[src/rtl/psq_pkg.sv]
`default_nettype none
package psq_pkg;
  localparam int DEPTH = 32;
  localparam int CW = $clog2(DEPTH + 1);
  localparam int CNT_W = 6;

  typedef enum logic [1:0] {
    OP_ENQ  = 2'd0,
    OP_SENT = 2'd1,
    OP_FAIL = 2'd2,
    OP_QRY  = 2'd3
  } op_t;

  localparam logic [1:0] ST_OK   = 2'd0;
  localparam logic [1:0] ST_FULL = 2'd1;
  localparam logic [1:0] ST_NF   = 2'd2;

  typedef struct packed {
    logic [1:0]  operation;
    logic [15:0] event_id;
    logic [7:0]  priority_req;
    logic [47:0] enqueue_time;
    logic [47:0] now_ms;
    logic        start_sending;
    logic        start_failed;
    logic [7:0]  start_retries;
  } in_item_t;

  typedef struct packed {
    logic [1:0]  status;
    logic        next_valid;
    logic [15:0] next_event_id;
    logic [7:0]  next_priority;
    logic [7:0]  next_retries;
    logic [5:0]  total_count;
    logic [5:0]  pending_count;
    logic [5:0]  sending_count;
    logic [5:0]  failed_count;
    logic [47:0] oldest_time;
  } out_item_t;

  typedef struct packed {
    logic        valid;
    logic [15:0] id;
    logic [7:0]  prio;
    logic [47:0] time_ms;
    logic        sending;
    logic        failed;
    logic [7:0]  retries;
  } entry_t;

  // Scan token passed cell to cell: running statistics and best pick.
  typedef struct packed {
    logic        have_best;
    logic [15:0] id;
    logic [7:0]  prio;
    logic [7:0]  retries;
    logic [CW-1:0] total;
    logic [CW-1:0] pend;
    logic [CW-1:0] snd;
    logic [CW-1:0] fail;
    logic        have_old;
    logic [47:0] oldest;
  } scan_t;

  // Per-cycle command broadcast to every cell.
  typedef struct packed {
    logic        enq;      // write new entry into first empty cell
    logic        sent;     // drop entries matching id, compact
    logic        fail;     // fail first matching entry
    logic [15:0] id;
    entry_t      new_ent;
  } cmd_t;
endpackage
`default_nettype wire

[src/rtl/psq_cell.sv]
`default_nettype none
module psq_cell
  import psq_pkg::*;
(
  input  wire logic   clk,
  input  wire logic   rst_n,
  input  wire cmd_t   cmd,
  input  wire logic   prev_valid,   // left neighbor holds an entry
  input  wire logic   left_hit,     // a match exists at or left of prev cell
  input  wire logic   left_drop_any,// shift-in needed: some cell at/left dropped
  input  wire entry_t right_ent,    // right neighbor's entry
  input  wire logic   right_drop_cnt_ok, // high where a right neighbor exists; low empties the shifted-in entry
  input  wire scan_t  scan_in,
  output scan_t       scan_out,
  output entry_t      ent,
  output logic        hit_out,      // match here or to the left
  output logic        drop_out      // some drop here or to the left
);
  entry_t ent_r, ent_nxt;
  logic   match;
  logic   act;

  assign ent   = ent_r;
  assign match = ent_r.valid && (ent_r.id == cmd.id);
  assign hit_out  = left_hit || match;
  assign drop_out = left_drop_any || (cmd.sent && match);

  // Mark-sent compaction is done one removal per cycle by the control;
  // a cell shifts the right neighbor in when a drop happened at or left.
  always_comb begin
    ent_nxt = ent_r;
    act = 1'b0;
    if (cmd.enq) begin
      if (!ent_r.valid && prev_valid) ent_nxt = cmd.new_ent;
    end else if (cmd.sent) begin
      if (drop_out) begin
        ent_nxt = right_ent;
        if (!right_drop_cnt_ok) ent_nxt.valid = 1'b0;
      end
    end else if (cmd.fail) begin
      act = match && !left_hit;
      if (act) begin
        ent_nxt.failed  = 1'b1;
        ent_nxt.sending = 1'b0;
        if (ent_r.retries != 8'hFF) ent_nxt.retries = ent_r.retries + 8'd1;
      end
    end
  end

  always_ff @(posedge clk) begin
    if (!rst_n) begin
      ent_r.valid <= 1'b0;
    end else begin
      ent_r <= ent_nxt;
    end
  end

  // Statistics hop: registered token toward the tail.
  scan_t s;
  always_comb begin
    s = scan_in;
    if (ent_r.valid) begin
      s.total = scan_in.total + CW'(1);
      if (ent_r.sending) s.snd = scan_in.snd + CW'(1);
      else if (ent_r.failed) s.fail = scan_in.fail + CW'(1);
      else begin
        s.pend = scan_in.pend + CW'(1);
        if (!scan_in.have_best || ent_r.prio < scan_in.prio) begin
          s.have_best = 1'b1;
          s.id = ent_r.id;
          s.prio = ent_r.prio;
          s.retries = ent_r.retries;
        end
      end
      if (!scan_in.have_old || ent_r.time_ms < scan_in.oldest) begin
        s.have_old = 1'b1;
        s.oldest = ent_r.time_ms;
      end
    end
  end

  always_ff @(posedge clk) begin
    scan_out <= s;
  end
endmodule
`default_nettype wire

[config.mk]
export PLATFORM = sky130hd
export DESIGN_NAME = psq_cell
export DESIGN_NICKNAME = d
export VERILOG_FILES = /design/src/rtl/psq_pkg.sv /design/src/rtl/psq_cell.sv
export SDC_FILE = /design/constraint.sdc
export NUM_CORES = 1
export LEC_CHECK = 0
export ABC_AREA = 0
export BUFFER_PORTS_ARGS = -buffer_cell sky130_fd_sc_hd__buf_2
export CORE_AREA = 2 2 191 193
export CTS_CLUSTER_SIZE = 8
export DETAILED_ROUTE_END_ITERATION = 8
export DIE_AREA = 0 0 193 195
export SETUP_SLACK_MARGIN = 0.5
export SYNTH_ARGS = -nofsm -noshare
export SYNTH_HDL_FRONTEND = slang
export SYNTH_SLANG_ARGS = --single-unit
[constraint.sdc]
create_clock -name clk -period 8.4 [get_ports clk]
set_input_delay 2.52 -clock clk [delete_from_list [all_inputs] [get_ports clk]]
set_output_delay 2.52 -clock clk [all_outputs]
set_load 0.05 [all_outputs]
==> qor.yml <==
floorplan:
  core_area_um2: 35400
  num_rows: 69
  die_y_um: 195
  dieArea_um2: 37640
  initial_utilization: 0.2501
  ios: 488
  die_width_um: 193
timing:
  fin_crit_sh: 0.8108
  setup_viol: 0
  slew_headroom: 0.1953
  clock_skew_ns: 0.008283
  period_needed_ns: 6.811
  max_freq_mhz: 146.8
  rsz0062_at_grt: "no"
  setup-tns-final_ns: 0
  slew_viol_final: 0
  hold_viol_final: 0
  worst_slew_pin_slew_ns: 1.203
worst_setup_path:
  crit_slowest_cell: "nor4_1"
  startpoint_type: "input port"
  cpPeakStageDelay_ns: 0.54
  cp_num_buf_inv: 3
  required_ns: 5.88
  ff2ff_setup_slack_ns: 4.52
  crit_type: "in2out"
  cpLargestDelayFamily: "simple AND/OR/NAND/NOR gates"
  cp_max_fo: 6
  crit_arrival_ns: 4.29
  crit_path_end_kind: "output port"
  crit_chain: "buf_2 > xor2_1 > nor4_1 > nand4_1 > nor4_1 > buf_4 > a21o_1 > buf_2"
hold_path:
  hold_path_class: "reg2reg"
power_and_ir_drop:
  pwr-share-clk: 0.331
  irDropWorstVdd_v: 0.0001396
  p_switching_mw: 0.7574
  switching_share: 0.3229
  pwr-share-comb: 0.221
  leakagePower_nw: 5.798
  p_int_mw: 1.588
  power_frac_seq: 0.448
  powerDensity_nw_per_um2: 189.5
placement:
  gp_congestion: 0.8687
  port_buffers: 487
  dp_cells: 1643
  place_hpwl_um: 23240
clock_tree:
  htree_levels: 4
  cts_buffers: 17
  clock_latency_ns: 0.45
  cts_sinks: 189
  cts_tree: "yes"
  clockRootBuffer: "clkbuf_16"
  cts_max_path_buffers: 2
  path_clk_slew_ns: 0.07
  ctsResizeCount: 0
  hold_buffers: 0
  post_cts_buffers: 0
global_route:
  overflow: 0
  grt_start_max_net_pins: 59
  antenna_found_initial: 2
  grt_pass1_wl_um: 41980
  grt_usage: 0.1493
  first_global_vias: 7490
layout:
  n_fill_cell: 3636
  utilization: 0.3498
  synthToLayoutAreaGrowth_pct: 39.89
  layout.cells.non_filler: 1677
  ff_latch_area_um2: 4604
  drive_gt1_frac: 0.5667
  final_cell_mix: "486 x buf_2, 137 x mux2_2, 107 x dfxtp_1"
  final_common_cell: "buf_2"
  multiInputGateArea_um2: 3935
  nets: 1557
routing:
  antenna_left: 0
  wl_um: 28800
  drtIter0Drc: 205
  wl_per_cell_um: 17.17
  dr_total_vias: 7282
  drc: 0
  viasPerCell: 4.342
  drt_pre_antenna_iters: 4
logic_synthesis:
  synth_fp_nets: 1067
  ys.flop_type: "dfxtp_1"
  synth_area_um2: 8851
  netlist_instances: 711
  async_flop_share: 0
  avgSynthCellArea_um2: 12.45
  synth_cell_type_count: 46
  synth-edff-count: 82
  ys_ff_latch: 189
  yosysSeqAreaShare: 0.5202
  ys_warn_count: 0
outcome:
  outcome: "finished clean"
job:
  cap_violations: 0
power by group through the flow:
stage | clock network (mW) | registers, mW | logic, mW
6_report | 0.777 | 1.05 | 0.519
5_1_grt | 0.840 | 1.06 | 0.555
4_1_cts | 0.806 | 1.05 | 0.523
3_5_place_dp | 0 | 1.07 | 0.521
3_3_place_gp | 0 | 1.07 | 0.517
2_1_floorplan | 0 | 1.26 | 0.151
registers in the layout, summed over array words and instances (netlist names):
signal    count
scan_out    106
ent          83
stage by stage:
stage          total power, mW  hold slack, ns  setup slack, ns  cell area (um2)
6_report                 2.346          0.5362            1.589            12380
3_5_place_dp             1.593          0.5241            1.592            11830
3_3_place_gp             1.588          0.5175            1.585            11830
5_1_grt                  2.452          0.5597            1.441            12380
2_1_floorplan            1.412          0.8893           0.7250             8851
4_1_cts                  2.381          0.5436            1.582            12380
path summary, 6_finish.rpt:
kind                 from     endpoint  depth (start not counted)
setup / recovery  cmd[87]     drop_out                          8
hold reg to reg   ent[10]  scan_out[0]                          1
setup reg to reg  ent[52]  scan_out[7]                          9
hold / removal    ent[10]  scan_out[0]                          1
area by class of cell:
class / instances / share of cell area
Sequential cell: 189 / 0.3719
Multi-Input combinational cell: 439 / 0.3178
Timing Repair Buffer: 494 / 0.2013
Tap cell: 461 / 0.04658
Clock buffer: 18 / 0.03466
Inverter: 60 / 0.01819
Clock inverter: 14 / 0.009196
Antenna cell: 2 / 0.0004042
metal layers:
layer	GRT usage	vias to the layer above	share of wire
li1	-	3528	-
met1	0.1808	3463	0.43
met2	0.2555	263	0.50
met3	0.03792	28	0.058
met4	0.05135	0	0.017
met5	0	-	0
Yosys cell counts, types with 4 or more instances:
cell	count	area (um2)
nor4_1	4	25.02
nand3_1	10	50.05
mux2_4	20	300.3
dfxtp_1	107	2142
mux2_2	137	1543
xor2_1	12	105.1
clkbuf_1	14	52.55
a21oi_1	31	155.2
buf_2	5	25.02
o21ai_0	25	125.1
or3_1	4	25.02
inv_1	60	225.2
xnor2_1	27	236.5
nor2_1	15	56.30
nand4_1	15	93.84
nand2_1	39	146.4
edfxtp_1	82	2462
ha_1	59	738.2
cells by family after synthesis:
family | count (synthesis) | share of synthesized area
AOI/OAI and AO/OA | 78 | 0.05089
xor gates and xnor gates | 39 | 0.03859
adders and majority gates | 59 | 0.08340
buffers and inverters | 83 | 0.03803
DFF | 189 | 0.5202
muxes | 158 | 0.2094
and+or+nand+nor | 105 | 0.05951
No activity file was read; power rests on OpenSTA's default activity.
